**config.mk**
```make
export PLATFORM = sky130hd
export DESIGN_NAME = mono_to_nibble_color_expand
export DESIGN_NICKNAME = d
export VERILOG_FILES = /design/src/rtl/core/mtn_pkg.sv /design/src/rtl/core/mono_to_nibble_color_expand.sv /design/src/rtl/core/mtn_front.sv /design/src/rtl/core/mtn_fifo.sv /design/src/rtl/core/mtn_back.sv
export SDC_FILE = /design/constraint.sdc
export NUM_CORES = 1
export LEC_CHECK = 0
export ABC_AREA = 1
export BUFFER_PORTS_ARGS = -buffer_cell sky130_fd_sc_hd__buf_2
export CAP_MARGIN = 25
export CORE_AREA = 2 2 270 272
export CTS_BUF_LIST = sky130_fd_sc_hd__clkbuf_4 sky130_fd_sc_hd__clkbuf_8
export DETAILED_ROUTE_END_ITERATION = 8
export DIE_AREA = 0 0 272 274
export PLACE_DENSITY = 0.65
export SYNTH_ARGS = -nofsm -noshare
export SYNTH_HDL_FRONTEND = slang
export SYNTH_SLANG_ARGS = --single-unit
```
**constraint.sdc**
```tcl
create_clock -name clk -period 6.9 [get_ports clk]
set_input_delay 0 -clock clk [delete_from_list [all_inputs] [get_ports clk]]
set_output_delay 0 -clock clk [all_outputs]
set_load 0.05 [all_outputs]
```
**src/rtl/core/mtn_pkg.sv**
```systemverilog
// Shared types and constants for the mono-to-nibble color expansion blitter.
// Depends on nothing; imported by every module of the block.
`timescale 1ns / 1ps

package mtn_pkg;

    localparam int ADDR_BITS   = 20;   // frame buffer byte address width
    localparam int COORD_BITS  = 12;   // pixel and row counter width
    localparam int PIX_PER_SRC = 8;    // pixels in one source byte
    localparam int DST_SLOTS   = 5;    // destination bytes one source byte can touch
    localparam int NIB_SLOTS   = 2 * DST_SLOTS;
    localparam int FIFO_DEPTH  = 4;
    localparam int FIFO_PTR_W  = $clog2(FIFO_DEPTH);
    localparam int SLOT_IDX_W  = $clog2(DST_SLOTS);

    // configuration register indexes
    typedef enum logic [2:0] {
        REG_SRC_BIT_OFFSET    = 3'd0,
        REG_GLYPH_WIDTH       = 3'd1,
        REG_GLYPH_HEIGHT      = 3'd2,
        REG_DEST_X            = 3'd3,
        REG_DEST_Y            = 3'd4,
        REG_DEST_PITCH        = 3'd5,
        REG_COLOR_PAIR        = 3'd6,
        REG_BACKGROUND_ENABLE = 3'd7
    } cfg_reg_t;

    // one classified source byte: a window of up to five destination bytes
    typedef struct packed {
        logic [ADDR_BITS-1:0]     base_addr;   // address of the first byte in the window
        logic [8*DST_SLOTS-1:0]   data;        // nibble colors, low nibble first
        logic [NIB_SLOTS-1:0]     nib_en;      // painted nibbles
        logic                     glyph_end;   // this byte finished the glyph
    } mtn_entry_t;

    // queue head as seen by the back end
    typedef struct packed {
        logic       valid;
        mtn_entry_t entry;
    } mtn_head_t;

endpackage

```
**src/rtl/core/mono_to_nibble_color_expand.sv**
```systemverilog
// Mono-to-4bpp color expansion: a pushed byte is held in the queue, then its writes are registered.
// Each byte makes as many destination writes as it touches (1 to 5), one per beat,
// through the single write register of the back end; a byte that paints nothing is dropped.
// Push and pop run independently through a 4-entry queue between front and back ends.
// Reset (rst_n low, asynchronous) empties the queue, restores register defaults
// and starts a fresh glyph.
`timescale 1ns / 1ps

module mono_to_nibble_color_expand
    import mtn_pkg::*;
(
    input  logic                  clk,
    input  logic                  rst_n,
    input  logic                  cfg_write,
    input  logic [2:0]            cfg_index,
    input  logic [COORD_BITS-1:0] cfg_data,
    input  logic                  push,
    output logic                  full,
    input  logic [7:0]            glyph_bits,
    output logic                  empty,
    input  logic                  pop,
    output logic [ADDR_BITS-1:0]  write_address,
    output logic [7:0]            write_data,
    output logic [1:0]            nibble_enable,
    output logic                  last_of_item,
    output logic                  glyph_done
);

    logic       accept;
    logic       enq;
    mtn_entry_t enq_entry;
    logic       deq;
    mtn_head_t  head;

    assign accept = push && !full;

    mtn_front u_front (
        .clk         (clk),
        .rst_n       (rst_n),
        .cfg_write   (cfg_write),
        .cfg_index   (cfg_index),
        .cfg_data    (cfg_data),
        .accept      (accept),
        .glyph_bits  (glyph_bits),
        .enq         (enq),
        .enq_entry   (enq_entry)
    );

    mtn_fifo u_fifo (
        .clk       (clk),
        .rst_n     (rst_n),
        .enq       (enq),
        .enq_entry (enq_entry),
        .deq       (deq),
        .full      (full),
        .head      (head)
    );

    mtn_back u_back (
        .clk           (clk),
        .rst_n         (rst_n),
        .head          (head),
        .deq           (deq),
        .pop           (pop),
        .empty         (empty),
        .write_address (write_address),
        .write_data    (write_data),
        .nibble_enable (nibble_enable),
        .last_of_item  (last_of_item),
        .glyph_done    (glyph_done)
    );

endmodule

```
**src/rtl/core/mtn_front.sv**
```systemverilog
// Front end: configuration registers, glyph row/column tracking and pixel classification.
// Depends on mtn_pkg; feeds the entry queue.
`timescale 1ns / 1ps

module mtn_front
    import mtn_pkg::*;
(
    input  logic                  clk,
    input  logic                  rst_n,
    input  logic                  cfg_write,
    input  logic [2:0]            cfg_index,
    input  logic [COORD_BITS-1:0] cfg_data,
    input  logic                  accept,
    input  logic [7:0]            glyph_bits,
    output logic                  enq,
    output mtn_entry_t            enq_entry
);

    logic [2:0]            src_off_reg;
    logic [COORD_BITS-1:0] width_reg;
    logic [COORD_BITS-1:0] height_reg;
    logic [COORD_BITS-1:0] dest_x_reg;
    logic [COORD_BITS-1:0] dest_y_reg;
    logic [COORD_BITS-1:0] pitch_reg;
    logic [7:0]            color_reg;
    logic                  bg_en_reg;
    logic [ADDR_BITS-1:0]  start_base_reg;
    logic [ADDR_BITS-1:0]  start_base_next;

    logic [COORD_BITS-1:0] row_count_reg, row_count_next;
    logic [COORD_BITS-1:0] pdr_reg, pdr_next;
    logic [ADDR_BITS-1:0]  row_base_reg, row_base_next;
    logic                  first_reg, first_next;

    logic [COORD_BITS-1:0] width_eff;
    logic [COORD_BITS-1:0] height_eff;
    logic                  glyph_start;
    logic [ADDR_BITS-1:0]  base_eff;
    logic [2:0]            start_bit;
    logic [3:0]            avail;
    logic [COORD_BITS-1:0] remain;
    logic [3:0]            count;
    logic [COORD_BITS:0]   col0;
    logic [ADDR_BITS-1:0]  first_addr;
    logic [PIX_PER_SRC-1:0]   pix_en;
    logic [4*PIX_PER_SRC-1:0] pix_data;
    logic [NIB_SLOTS-1:0]     win_en;
    logic [8*DST_SLOTS-1:0]   win_data;
    logic [COORD_BITS-1:0] pdr_sum;
    logic                  row_end;
    logic [COORD_BITS-1:0] row_inc;
    logic                  glyph_end;

    // recompute the glyph start base whenever dest_y or pitch is written
    always_comb
    begin
        start_base_next = start_base_reg;
        if (cfg_write)
        begin
            if (cfg_reg_t'(cfg_index) == REG_DEST_Y)
                start_base_next = ADDR_BITS'(cfg_data) * ADDR_BITS'(pitch_reg);
            else if (cfg_reg_t'(cfg_index) == REG_DEST_PITCH)
                start_base_next = ADDR_BITS'(dest_y_reg) * ADDR_BITS'(cfg_data);
        end
    end

    // hold configuration registers
    always_ff @(posedge clk or negedge rst_n)
    begin
        if (!rst_n)
        begin
            src_off_reg    <= '0;
            width_reg      <= COORD_BITS'(1);
            height_reg     <= COORD_BITS'(1);
            dest_x_reg     <= '0;
            dest_y_reg     <= '0;
            pitch_reg      <= COORD_BITS'(1);
            color_reg      <= 8'h0f;
            bg_en_reg      <= 1'b0;
            start_base_reg <= '0;
        end
        else
        begin
            start_base_reg <= start_base_next;
            if (cfg_write)
            begin
                unique case (cfg_reg_t'(cfg_index))
                    REG_SRC_BIT_OFFSET:    src_off_reg <= cfg_data[2:0];
                    REG_GLYPH_WIDTH:       width_reg   <= cfg_data;
                    REG_GLYPH_HEIGHT:      height_reg  <= cfg_data;
                    REG_DEST_X:            dest_x_reg  <= cfg_data;
                    REG_DEST_Y:            dest_y_reg  <= cfg_data;
                    REG_DEST_PITCH:        pitch_reg   <= cfg_data;
                    REG_COLOR_PAIR:        color_reg   <= cfg_data[7:0];
                    REG_BACKGROUND_ENABLE: bg_en_reg   <= cfg_data[0];
                endcase
            end
        end
    end

    // size the span of this byte within the row
    always_comb
    begin
        width_eff   = (width_reg == '0) ? COORD_BITS'(1) : width_reg;
        height_eff  = (height_reg == '0) ? COORD_BITS'(1) : height_reg;
        glyph_start = (row_count_reg == '0) && (pdr_reg == '0);
        base_eff    = glyph_start ? start_base_reg : row_base_reg;
        start_bit   = first_reg ? src_off_reg : 3'd0;
        avail       = 4'd8 - {1'b0, start_bit};
        remain      = (pdr_reg < width_eff) ? (width_eff - pdr_reg) : COORD_BITS'(1);
        count       = (COORD_BITS'(avail) < remain) ? avail : remain[3:0];
        col0        = {1'b0, dest_x_reg} + {1'b0, pdr_reg};
        first_addr  = base_eff + ADDR_BITS'(col0 >> 1);
    end

    // classify each pixel: paint with foreground, background or skip
    always_comb
    begin
        logic [3:0] bit_pos;
        logic       used;
        logic       set;
        pix_en   = '0;
        pix_data = '0;
        for (int i = 0; i < PIX_PER_SRC; i++)
        begin
            bit_pos = {1'b0, start_bit} + 4'(i);
            used    = 4'(i) < count;
            set     = glyph_bits[3'(4'd7 - bit_pos)];
            if (used && (set || bg_en_reg))
            begin
                pix_en[i]         = 1'b1;
                pix_data[4*i +: 4] = set ? color_reg[3:0] : color_reg[7:4];
            end
        end
        // align to the destination byte window by column parity
        if (col0[0])
        begin
            win_en   = {1'b0, pix_en, 1'b0};
            win_data = {4'h0, pix_data, 4'h0};
        end
        else
        begin
            win_en   = {2'b00, pix_en};
            win_data = {8'h00, pix_data};
        end
    end

    // advance column, row and row base
    always_comb
    begin
        pdr_sum        = pdr_reg + COORD_BITS'(count);
        row_end        = pdr_sum >= width_eff;
        row_inc        = row_count_reg + COORD_BITS'(1);
        glyph_end      = row_end && (row_inc >= height_eff);
        first_next     = row_end;
        pdr_next       = row_end ? '0 : pdr_sum;
        row_base_next  = row_end ? (base_eff + ADDR_BITS'(pitch_reg)) : base_eff;
        row_count_next = row_end ? (glyph_end ? '0 : row_inc) : row_count_reg;
    end

    always_ff @(posedge clk or negedge rst_n)
    begin
        if (!rst_n)
        begin
            row_count_reg <= '0;
            pdr_reg       <= '0;
            row_base_reg  <= '0;
            first_reg     <= 1'b1;
        end
        else if (accept)
        begin
            row_count_reg <= row_count_next;
            pdr_reg       <= pdr_next;
            row_base_reg  <= row_base_next;
            first_reg     <= first_next;
        end
    end

    // drop bytes that paint nothing
    assign enq                 = accept && (win_en != '0);
    assign enq_entry.base_addr = first_addr;
    assign enq_entry.data      = win_data;
    assign enq_entry.nib_en    = win_en;
    assign enq_entry.glyph_end = glyph_end;

endmodule

```
**src/rtl/core/mtn_fifo.sv**
```systemverilog
// Short entry queue between the front end and the write generator.
// Depends on mtn_pkg.
`timescale 1ns / 1ps

module mtn_fifo
    import mtn_pkg::*;
(
    input  logic       clk,
    input  logic       rst_n,
    input  logic       enq,
    input  mtn_entry_t enq_entry,
    input  logic       deq,
    output logic       full,
    output mtn_head_t  head
);

    mtn_entry_t            entry_reg [FIFO_DEPTH];
    logic [FIFO_PTR_W-1:0] wr_ptr_reg, wr_ptr_next;
    logic [FIFO_PTR_W-1:0] rd_ptr_reg, rd_ptr_next;
    logic [FIFO_PTR_W:0]   count_reg, count_next;
    logic                  do_wr;
    logic                  do_rd;

    assign full       = count_reg == (FIFO_PTR_W+1)'(FIFO_DEPTH);
    assign head.valid = count_reg != '0;
    assign head.entry = entry_reg[rd_ptr_reg];

    // advance pointers and occupancy
    always_comb
    begin
        do_wr       = enq && !full;
        do_rd       = deq && head.valid;
        wr_ptr_next = do_wr ? wr_ptr_reg + 1'b1 : wr_ptr_reg;
        rd_ptr_next = do_rd ? rd_ptr_reg + 1'b1 : rd_ptr_reg;
        count_next  = count_reg + (FIFO_PTR_W+1)'(do_wr) - (FIFO_PTR_W+1)'(do_rd);
    end

    always_ff @(posedge clk or negedge rst_n)
    begin
        if (!rst_n)
        begin
            wr_ptr_reg <= '0;
            rd_ptr_reg <= '0;
            count_reg  <= '0;
        end
        else
        begin
            wr_ptr_reg <= wr_ptr_next;
            rd_ptr_reg <= rd_ptr_next;
            count_reg  <= count_next;
        end
    end

    // hold entries
    always_ff @(posedge clk)
    begin
        if (do_wr)
            entry_reg[wr_ptr_reg] <= enq_entry;
    end

endmodule

```
**src/rtl/core/mtn_back.sv**
```systemverilog
// Back end: walks the queue head's destination bytes and registers one write per beat.
// Depends on mtn_pkg; drains mtn_fifo.
`timescale 1ns / 1ps

module mtn_back
    import mtn_pkg::*;
(
    input  logic                 clk,
    input  logic                 rst_n,
    input  mtn_head_t            head,
    output logic                 deq,
    input  logic                 pop,
    output logic                 empty,
    output logic [ADDR_BITS-1:0] write_address,
    output logic [7:0]           write_data,
    output logic [1:0]           nibble_enable,
    output logic                 last_of_item,
    output logic                 glyph_done
);

    logic [DST_SLOTS-1:0]  rem_reg, rem_next;
    logic                  started_reg, started_next;
    logic                  out_valid_reg, out_valid_next;
    logic [ADDR_BITS-1:0]  addr_reg;
    logic [7:0]            data_reg;
    logic [1:0]            en_reg;
    logic                  last_reg;
    logic                  done_reg;

    logic [DST_SLOTS-1:0]  slot_mask;
    logic [DST_SLOTS-1:0]  pending;
    logic [DST_SLOTS-1:0]  lowest;
    logic [DST_SLOTS-1:0]  rest;
    logic [SLOT_IDX_W-1:0] idx;
    logic                  load;

    // pick the lowest destination byte still to write
    always_comb
    begin
        for (int j = 0; j < DST_SLOTS; j++)
            slot_mask[j] = |head.entry.nib_en[2*j +: 2];
        pending = started_reg ? rem_reg : slot_mask;
        lowest  = pending & (~pending + 1'b1);
        rest    = pending & ~lowest;
        idx     = '0;
        for (int j = 0; j < DST_SLOTS; j++)
        begin
            if (lowest[j])
                idx = SLOT_IDX_W'(j);
        end
    end

    assign load = head.valid && (!out_valid_reg || pop);
    assign deq  = load && (rest == '0);

    always_comb
    begin
        rem_next       = rem_reg;
        started_next   = started_reg;
        out_valid_next = out_valid_reg;
        if (load)
        begin
            out_valid_next = 1'b1;
            rem_next       = rest;
            started_next   = rest != '0;
        end
        else if (pop)
        begin
            out_valid_next = 1'b0;
        end
    end

    always_ff @(posedge clk or negedge rst_n)
    begin
        if (!rst_n)
        begin
            rem_reg       <= '0;
            started_reg   <= 1'b0;
            out_valid_reg <= 1'b0;
        end
        else
        begin
            rem_reg       <= rem_next;
            started_reg   <= started_next;
            out_valid_reg <= out_valid_next;
        end
    end

    // register the write beat
    always_ff @(posedge clk)
    begin
        if (load)
        begin
            addr_reg <= head.entry.base_addr + ADDR_BITS'(idx);
            data_reg <= head.entry.data[8*idx +: 8];
            en_reg   <= head.entry.nib_en[2*idx +: 2];
            last_reg <= rest == '0;
            done_reg <= (rest == '0) && head.entry.glyph_end;
        end
    end

    assign empty         = !out_valid_reg;
    assign write_address = addr_reg;
    assign write_data    = data_reg;
    assign nibble_enable = en_reg;
    assign last_of_item  = last_reg;
    assign glyph_done    = done_reg;

endmodule

```
==> run_results.csv, run 1 <==
group,metric,value,unit
logic_synthesis,synth-main-ff-cell,"edfxtp_1",
logic_synthesis,synth-edff-count,296,
logic_synthesis,synthesis.nets,3925,
logic_synthesis,synth_async_sr_flop_share,33.63,%
logic_synthesis,ys_seq_area_share,40.59,%
critical_path,critPathKind,"flop to flop",
clock_tree,cts.sinks,446,
critical_path,r2r_slack,590,ps
floorplan,dieArea,74530,um2
status,outcome,"complete, no violations",
critical_path,end_kind,"flop",
logic_synthesis,synth_top_cells_by_area,"edfxtp_1 29%, fa_1 13%, dfrtp_1 11%",
logic_synthesis,synth.avg_cell_area,8.866,um2
critical_path,slowest_delay,440,ps
logic_synthesis,synth_cell_type_count,55,
clock_tree,cts-htree-levels,3,
drt,wl,77120,um
clock_tree,clockRootBuffer,"clkbuf_8",
critical_path,crit_top_cell,"nand2_1",
critical_path,crit_path_start_kind,"flop",
global_routing,track_usage,21.32,%
min_path,min_path_type,"input pin to flop",
final_layout,nets,3967,
placed_design,port_buffers,61,
timing,hold_viol,0,
global_routing,grt_remaining_overflow,0,
pwr,p_clk_share,13.1,%
clock_tree,cts.path.max_buffers,3,
floorplan,die_x,272,um
critical_path,crit_path_start,"u_front.width_reg[8]$_DFFE_PN0P_",
drt,drc_errors,0,
global_routing,antenna_found_initial,2,
clock_tree,clk_pin_slew,60,ps
final_layout,nFillCells,6786,
timing,min_period_over_period,91.52,%
drt,viasPerCell,5.164,
critical_path,required,7460,ps
flow_run,drv_cap,0,
drt,ant_nets,0,
timing,worst_pin_slew,996.0,ps
placed_design,dp_hpwl,54180,um
critical_path,r2r-end,"u_front.row_base_reg[19]$_DFFE_PN0P_",
logic_synthesis,synth.top_cell.area_share,28.51,%
placed_design,dpl.cell_count,4419,
floorplan,rows,99,
critical_path,critPathMaxFanout,10,
timing,slew_headroom,33.60,%
drt,first_iter_violations,1597,
pwr,power_frac_seq,25.8,%
global_routing,grt_pass1_wl,126100,um
logic_synthesis,yosys.area.top_type,"edfxtp_1",
global_routing,grt_pass1_vias,23460,
critical_path,critPathArrivalTime,6880,ps
logic_synthesis,netlist_area,31170,um2
final_layout,register_area,12660,um2
global_routing,grt_start_max_net_pins,79,
logic_synthesis,syn_inst,3516,
drt,drt_pass1_iterations,8,
floorplan,io_pins,62,
logic_synthesis,synth_seq_cells,446,
drt,wl_per_cell,16.86,um
critical_path,reg2regPathDepth,44,
pwr,p_per_area,535.6,nW/um2
final_layout,layout_common_cells,"830 x nand2_1, 564 x inv_1, 297 x o21ai_0, 296 x edfxtp_1, 199 x nor2_1",
drt,num_vias,23620,
timing,finalSetupViolCount,0,
critical_path,critPathSlowestCell,"dfrtp_1",
pwr,power_switching,0.008917,W
placed_design,gp_congestion,0.8583,
clock_tree,numCtsBuffers,76,
final_layout,multiInputGateArea,15800,um2
timing,fmax,0.1584,GHz
critical_path,endpoint,"u_front.row_base_reg[19]$_DFFE_PN0P_",
final_layout,drive_gt1_share,8.467,%
critical_path,critPathTopFamily,"simple AND/OR/NAND/NOR gates",
final_layout,final_cells,4574,
timing,skew,29.36,ps
critical_path,critical_path_depth,44,
clock_tree,tritoncts,"built",
pwr,vdd_drop_max,0.0004170,V
final_layout,final_common_cell,"nand2_1",
final_layout,utilization,47.63,%
critical_path,crit_buf_inv,7,
pwr,switching_share,48.57,%
floorplan,fp.dieH,274,um
logic_synthesis,ys_warn_count,0,
critical_path,reg2reg_from,"u_front.width_reg[8]$_DFFE_PN0P_",
floorplan,start_util,43.32,%
timing,finalCriticalPeriod,6315,ps
timing,maxSlewViolCount,0,
clock_tree,clk_latency,650,ps
min_path,min-delay-start,"cfg_data[10]",
pwr,intPower,0.009443,W
pwr,comb_power_share,61.1,%
pwr,power.leakage,16.09,nW
floorplan,core_area,71970,um2
final_layout,largest_reg_flops,264,
final_layout,syn2layout_area_growth,9.970,%
[per-stage QoR]
| stage | cell area [um2] | power, W | setup TNS (ps) | hold WS [ps] | worst slack (ps) |
|---|---|---|---|---|---|
| floorplan | 31170 | 0.01292 | 0 | -295.6 | 131.0 |
| global placement | 32490 | 0.01582 | 0 | 103.4 | 283.2 |
| detailed placement | 32490 | 0.01596 | 0 | 107.5 | 69.54 |
| CTS | 34180 | 0.01844 | 0 | 0.1664 | 51.67 |
| global route | 34280 | 0.02014 | -135.2 | 56.58 | -54.86 |
| finish | 34280 | 0.01836 | 0 | 53.54 | 585.2 |
[worst min-delay path, cell delays in order]
cell and delay [ps]:
buf_2 260, inv_1 260, o21ai_0 120
[synth_stat cells, types with 49 or more instances]
cell	number
nand2_1	830
inv_1	564
o21ai_0	300
edfxtp_1	296
nor2_1	206
fa_1	197
ha_1	184
a21oi_1	175
dfrtp_1	142
clkbuf_1	130
xor2_1	78
nand3_1	75
o22ai_1	49
[repair_timing]
action,in CTS,in global routing
hold buffers,15,0
gates resized for setup,0,13
setup endpoints to repair,0,49
endpoints found under the hold margin,104,0
buffers inserted,0,4
[area by class of cell]
| type | count | share of cell area [%] |
|---|---|---|
| sequential | 446 | 36.92 |
| multi-input combinational | 2337 | 46.10 |
| timing repair buffer | 125 | 2.785 |
| tap | 959 | 3.500 |
| antenna | 1 | 0.007300 |
| inverter | 572 | 6.270 |
| clock buffer | 103 | 3.734 |
| clock inverter | 31 | 0.6862 |
[logic make-up after synthesis]
kind of cell,Yosys count,synth area share [%]
AND/OR/NAND/NOR,1198,15.55
multiplexers,2,0.06422
AO/OA/AOI/OAI,646,11.65
adder cells (fa/ha/maj),381,20.04
XOR/XNOR,110,3.091
buffers and inverters,733,9.027
flip-flops,446,40.59
[power groups by stage]
stage	registers, W	logic, W	clock network (W)
2_1_floorplan	0.00498	0.00794	0
3_3_place_gp	0.00476	0.0111	0
3_5_place_dp	0.00478	0.0112	0
4_1_cts	0.00473	0.0113	0.00246
5_1_grt	0.00482	0.0127	0.00258
6_report	0.00474	0.0112	0.00241
[worst min-delay path by stage]
stage / end / slack, ps / cells after the start
2_1_floorplan: u_back.out_valid_reg$_DFFE_PN0P_ / -300 / 0
3_3_place_gp: u_front.height_reg[7]$_DFFE_PN0P_ / 100 / 1
3_5_place_dp: u_front.height_reg[6]$_DFFE_PN0P_ / 110 / 1
4_1_cts: u_front.start_base_reg[4]$_DFFE_PN0P_ / 0.2 / 5
5_1_grt: u_front.width_reg[10]$_DFFE_PN0P_ / 60 / 3
6_report: u_front.pitch_reg[10]$_DFFE_PN0P_ / 50 / 3
[layer usage]
metal,wire length (um),vias to the layer above,part of all wire [%],track usage [%]
li1,-,11480,-,-
met5,13,-,0.017,0
met2,39030,517,51,38.10
met4,1972,2,2.6,7.056
met1,32820,11500,43,26.87
met3,3288,125,4.3,2.470
(Power assumes the default switching activity.)
==> inputs of run 2 (changes only) <==
BUFFER_PORTS_ARGS = -buffer_cell sky130_fd_sc_hd__buf_4   (was -buffer_cell sky130_fd_sc_hd__buf_2)
==> run 2 against run 1 <==
Sequential share of layout area fell by 0.13 points. Worst hold slack improved by 11 ps. Clock skew up 3.9 ps. Cell area increased by 0.35%. Critical endpoint unchanged.
==> run_results.csv, run 2 (synthesis gave the netlist of run 1 again) <==
group,metric,value,unit
final_layout,multiInputGateArea,15800,um2
timing,min_period_over_period,90.13,%
timing,worst_slack,681.2,ps
critical_path,critPathArrivalTime,6780,ps
critical_path,critPathMaxFanout,14,
min_path,hold_end,"u_front.color_reg[4]$_DFFE_PN0P_",
final_layout,nFillCells,6862,
final_layout,utilization,47.80,%
drt,viasPerCell,5.196,
global_routing,grt_remaining_overflow,0,
global_routing,grt_start_max_net_pins,83,
pwr,total_power,0.01855,W
clock_tree,cts.path.max_buffers,3,
critical_path,critPathKind,"flop to flop",
timing,hold_viol,0,
timing,hold_ws,64.43,ps
floorplan,io_pins,62,
final_layout,drive_gt1_share,8.100,%
placed_design,gp_congestion,0.8633,
flow_run,drv_cap,0,
clock_tree,cts-htree-levels,3,
floorplan,core_area,71970,um2
timing,skew,33.24,ps
final_layout,nets,3960,
clock_tree,clockRootBuffer,"clkbuf_8",
global_routing,antenna_found_initial,2,
timing,finalSetupViolCount,0,
min_path,min-delay-start,"cfg_data[4]",
critical_path,required,7470,ps
global_routing,track_usage,21.20,%
final_layout,largest_reg_flops,264,
critical_path,r2r_slack,680,ps
timing,worst_pin_slew,1023,ps
timing,finalSetupTns,0,ps
placed_design,port_buffers,61,
critical_path,critPathSlowestCell,"fa_1",
critical_path,reg2reg_from,"u_front.width_reg[9]$_DFFE_PN0P_",
global_routing,grt_pass1_wl,125800,um
timing,slew_headroom,31.79,%
floorplan,die_x,272,um
pwr,p_per_area,539.3,nW/um2
min_path,min_path_type,"input pin to flop",
pwr,vdd_drop_max,0.0003171,V
critical_path,r2r-end,"u_front.row_base_reg[19]$_DFFE_PN0P_",
critical_path,slowest_delay,430,ps
placed_design,place_ws,122.8,ps
pwr,power.leakage,16.12,nW
drt,first_iter_violations,1624,
critical_path,reg2regPathDepth,44,
status,outcome,"complete, no violations",
drt,num_vias,23720,
drt,wl_per_cell,16.87,um
critical_path,crit_path_start_kind,"flop",
clock_tree,tritoncts,"built",
floorplan,fp.dieH,274,um
final_layout,layout_common_cells,"830 x nand2_1, 563 x inv_1, 299 x o21ai_0, 296 x edfxtp_1, 199 x nor2_1",
clock_tree,numCtsBuffers,74,
final_layout,register_area,12660,um2
final_layout,final_common_cell,"nand2_1",
clock_tree,clk_latency,670,ps
drt,wl,77000,um
clock_tree,clk_pin_slew,60,ps
min_path,hold_depth,3,
critical_path,end_kind,"flop",
timing,maxSlewViolCount,0,
timing,finalCriticalPeriod,6219,ps
global_routing,grt_pass1_vias,23630,
drt,ant_nets,0,
clock_tree,cts.sinks,446,
timing,grt_setup_unrepaired,"false",
drt,drt_pass1_iterations,6,
floorplan,start_util,43.32,%
floorplan,dieArea,74530,um2
drt,drc_errors,0,
critical_path,crit_top_cell,"nand2_1",
timing,fmax,0.1608,GHz
floorplan,rows,99,
final_layout,syn2layout_area_growth,10.36,%
placed_design,dp_hpwl,52950,um
-- run 2: changes by cell type in the layout (fill, tap and decap cells not counted), sizes merged --
cell,before,now
clkinv,24,21
clkbuf,103,102
clkinvlp,7,4
bufinv,3,5
dlygate4sd3,14,22
inv,569,570
buf,111,98
-- run 2: layout make-up --
cell class              instances  area share, %
diodes                          1       0.007274
clock buffers                 102          3.772
clock inverters                28         0.7965
inverters                     572          6.248
multi-input cells            2337          45.93
flip-flops and latches        446          36.79
well taps                     959          3.488
repair buffers                120          2.971
-- run 2: repair_timing --
action	4_1_cts	5_1_grt
resized for setup	0	12
buffers inserted	0	2
hold endpoints to repair	147	0
setup endpoints to repair	0	49
hold buffers	22	0
-- run 2: routing by layer --
metal / vias to the layer above / part of all wire (%) / track usage (%)
met5: - / 0 / 0
met4: 0 / 2.6 / 7.273
met3: 123 / 4.7 / 2.575
met2: 595 / 50 / 37.76
met1: 11550 / 42 / 26.64
li1: 11450 / - / -
-- run 2: worst max-delay path by stage --
stage                                     startpoint                                    to  slack [ps]
finish              u_front.width_reg[9]$_DFFE_PN0P_  u_front.row_base_reg[19]$_DFFE_PN0P_         680
global route        u_front.width_reg[7]$_DFFE_PN0P_  u_front.row_base_reg[13]$_DFFE_PN0P_          20
CTS                 u_front.width_reg[9]$_DFFE_PN0P_  u_front.row_base_reg[19]$_DFFE_PN0P_         140
detailed placement  u_front.width_reg[9]$_DFFE_PN0P_  u_front.row_base_reg[19]$_DFFE_PN0P_         120
global placement    u_front.width_reg[9]$_DFFE_PN0P_  u_front.row_base_reg[19]$_DFFE_PN0P_         310
floorplan           u_front.width_reg[9]$_DFFE_PN0P_      u_fifo.entry_reg[0][0]$_DFFE_PP_         130
-- run 2: stage by stage --
step                      instances  area [um2]
after CTS                      4562       34340
after global routing           4565       34400
after floorplan                3516       31170
after global placement         4410       32550
final                          4565       34400
after detailed placement       4410       32550
-- run 2: report_power, final --
group	total, W	switching [W]	internal (W)
logic	0.0112	0.00739	0.00386
clock network	0.00250	0.00109	0.00141
registers	0.00480	0.000497	0.00431
-- run 2: critical path: cells and delay by family, from the launching register on --
family | cells | cell delay [ps]
xor+xnor | 1 | 140
simple gates | 25 | 2620
fa+ha+maj | 6 | 1660
buf+inv | 7 | 590
compound gates | 5 | 690
flops | 1 | 420
==> inputs of run 3 (changes only) <==
MAX_ROUTING_LAYER = met4   (was default)
PLACE_DENSITY = 0.63   (was 0.65)
==> run 3 against run 2 <==
Power hardly changed. Die area stayed put. Cell area is 0.24% higher. Sequential cell count stayed put. Sequential power hardly changed. Maximum frequency is 0.62% lower. First-iteration DRC count is 0.68% higher. Via count is 0.98% lower. Clock power is 2% higher. Largest power group unchanged. Highest routed layer unchanged.
==> run_results.csv, run 3 (synthesis gave the netlist of run 1 again) <==
group,metric,value,unit
global_routing,antenna_found_initial,1,
final_layout,syn2layout_area_growth,10.62,%
min_path,hold_depth,3,
global_routing,grt_remaining_overflow,0,
placed_design,dp_hpwl,53110,um
timing,finalSetupViolCount,0,
floorplan,start_util,43.32,%
final_layout,layout_common_cells,"830 x nand2_1, 564 x inv_1, 298 x o21ai_0, 296 x edfxtp_1, 200 x nor2_1",
critical_path,endpoint,"u_front.row_base_reg[19]$_DFFE_PN0P_",
clock_tree,tritoncts,"built",
global_routing,grt_util_met2,37.82,%
critical_path,end_kind,"flop",
placed_design,gp_congestion,0.8688,
critical_path,crit_top_cell,"nand2_1",
global_routing,grt_start_max_net_pins,84,
critical_path,critical_path_depth,44,
pwr,vdd_drop_max,0.0003614,V
drt,drc_errors,0,
final_layout,nets,3959,
drt,first_iter_violations,1635,
placed_design,dpl.cell_count,4407,
clock_tree,numCtsBuffers,75,
clock_tree,cts.path.max_buffers,3,
final_layout,multiInputGateArea,15800,um2
global_routing,grt_pass1_vias,23390,
critical_path,crit_path_start_kind,"flop",
min_path,min-delay-start,"cfg_data[6]",
critical_path,r2r_slack,640,ps
floorplan,core_area,71970,um2
drt,wl_per_cell,16.76,um
pwr,p_per_area,538.5,nW/um2
drt,wl,76640,um
clock_tree,clk_pin_slew,60,ps
final_layout,drive_gt1_share,8.416,%
drt,num_vias,23490,
critical_path,critPathTopFamily,"simple AND/OR/NAND/NOR gates",
final_layout,final_common_cell,"nand2_1",
floorplan,io_pins,62,
flow_run,drv_cap,0,
pwr,power.leakage,16.18,nW
drt,ant_nets,0,
timing,hold_viol,0,
final_layout,nFillCells,6802,
critical_path,r2r-end,"u_front.row_base_reg[19]$_DFFE_PN0P_",
critical_path,critPathMaxFanout,10,
timing,min_period_over_period,90.69,%
critical_path,critPathArrivalTime,6830,ps
floorplan,die_x,272,um
final_layout,largest_reg_flops,264,
min_path,min_path_type,"input pin to flop",
global_routing,use_met1,26.24,%
floorplan,rows,99,
timing,worst_pin_slew,897.1,ps
clock_tree,cts.sinks,446,
global_routing,top_usage_layer,"met2",
critical_path,slowest_delay,440,ps
timing,skew,41.18,ps
clock_tree,cts-htree-levels,3,
timing,slew_headroom,40.19,%
critical_path,crit_path_start,"u_front.width_reg[9]$_DFFE_PN0P_",
clock_tree,clockRootBuffer,"clkbuf_8",
floorplan,fp.dieH,274,um
critical_path,reg2reg_from,"u_front.width_reg[9]$_DFFE_PN0P_",
status,outcome,"complete, no violations",
critical_path,required,7470,ps
global_routing,grt_pass1_wl,124700,um
timing,maxSlewViolCount,0,
final_layout,register_area,12660,um2
placed_design,port_buffers,61,
timing,fmax,0.1598,GHz
critical_path,critPathSlowestCell,"fa_1",
timing,finalCriticalPeriod,6258,ps
floorplan,dieArea,74530,um2
clock_tree,clk_latency,660,ps
global_routing,use_met3,2.802,%
critical_path,crit_buf_inv,7,
timing,hold_ws,77.92,ps
final_layout,final_cells,4572,
drt,drt_pass1_iterations,7,
critical_path,reg2regPathDepth,44,
global_routing,track_usage,21.67,%
critical_path,critPathKind,"flop to flop",
drt,viasPerCell,5.137,
-- run 3: cell count changes in the layout (fill, tap and decap cells not counted), sizes merged --
| cell | previous run | this run |
|---|---|---|
| clkinvlp | 4 | 3 |
| dlygate4sd3 | 22 | 20 |
| clkbuf | 102 | 108 |
| clkinv | 21 | 25 |
| inv | 570 | 571 |
| bufinv | 5 | 4 |
-- run 3: power by group --
group / internal [W] / leakage (nW) / switching [W]
logic: 0.00386 / 10.7 / 0.00738
clock network: 0.00143 / 0.859 / 0.00111
registers: 0.00431 / 4.63 / 0.000485
-- run 3: routing by layer --
metal | up-vias | routed length (um)
met5 | - | 0
met4 | 0 | 1965
met3 | 123 | 3449
met2 | 535 | 38790
met1 | 11380 | 32430
li1 | 11440 | -
-- run 3: worst min-delay path by stage --
stage                                                  end  slack (ps)
floorplan                 u_back.out_valid_reg$_DFFE_PN0P_        -300
global placement         u_front.height_reg[7]$_DFFE_PN0P_         130
detailed placement    u_front.row_count_reg[5]$_DFFE_PN0P_         140
CTS                 u_front.start_base_reg[17]$_DFFE_PN0P_          10
global route             u_front.dest_y_reg[6]$_DFFE_PN0P_          50
finish                   u_front.dest_y_reg[6]$_DFFE_PN0P_          80
-- run 3: timing repair --
action,4_1_cts,5_1_grt
setup endpoints to repair,0,49
hold buffers,21,0
buffers inserted,0,3
hold endpoints to repair,152,0
gates resized for setup,0,12
-- run 3: per-stage QoR --
step / power [W] / TNS (ps) / utilization (%) / area (um2) / setup slack, ps
detailed placement: 0.01603 / 0 / 45.22 / 32540 / 86.31
CTS: 0.01866 / 0 / 47.78 / 34390 / 79.23
floorplan: 0.01292 / 0 / - / 31170 / 131.0
global route: 0.02041 / -15.41 / 47.92 / 34480 / -15.41
finish: 0.01857 / 0 / 47.92 / 34480 / 642.5
global placement: 0.01592 / 0 / 45.22 / 32540 / 296.2
-- run 3: cell type report --
| class | count | share of cell area (%) |
|---|---|---|
| Antenna cell | 1 | 0.007257 |
| Clock buffer | 108 | 3.948 |
| Clock inverter | 31 | 0.7656 |
| Inverter | 572 | 6.233 |
| Multi-Input combinational cell | 2337 | 45.83 |
| Sequential cell | 446 | 36.70 |
| Tap cell | 959 | 3.480 |
| Timing Repair Buffer | 118 | 3.037 |
-- run 3: worst reg2reg max path, delay by kind of cell, from the launching register on --
family | cells | cell delay, ps
AOI/OAI and AO/OA | 5 | 680
and+or+nand+nor | 25 | 2580
adders and majority gates | 6 | 1670
DFF | 1 | 410
buffers and inverters | 7 | 680
xor gates and xnor gates | 1 | 150
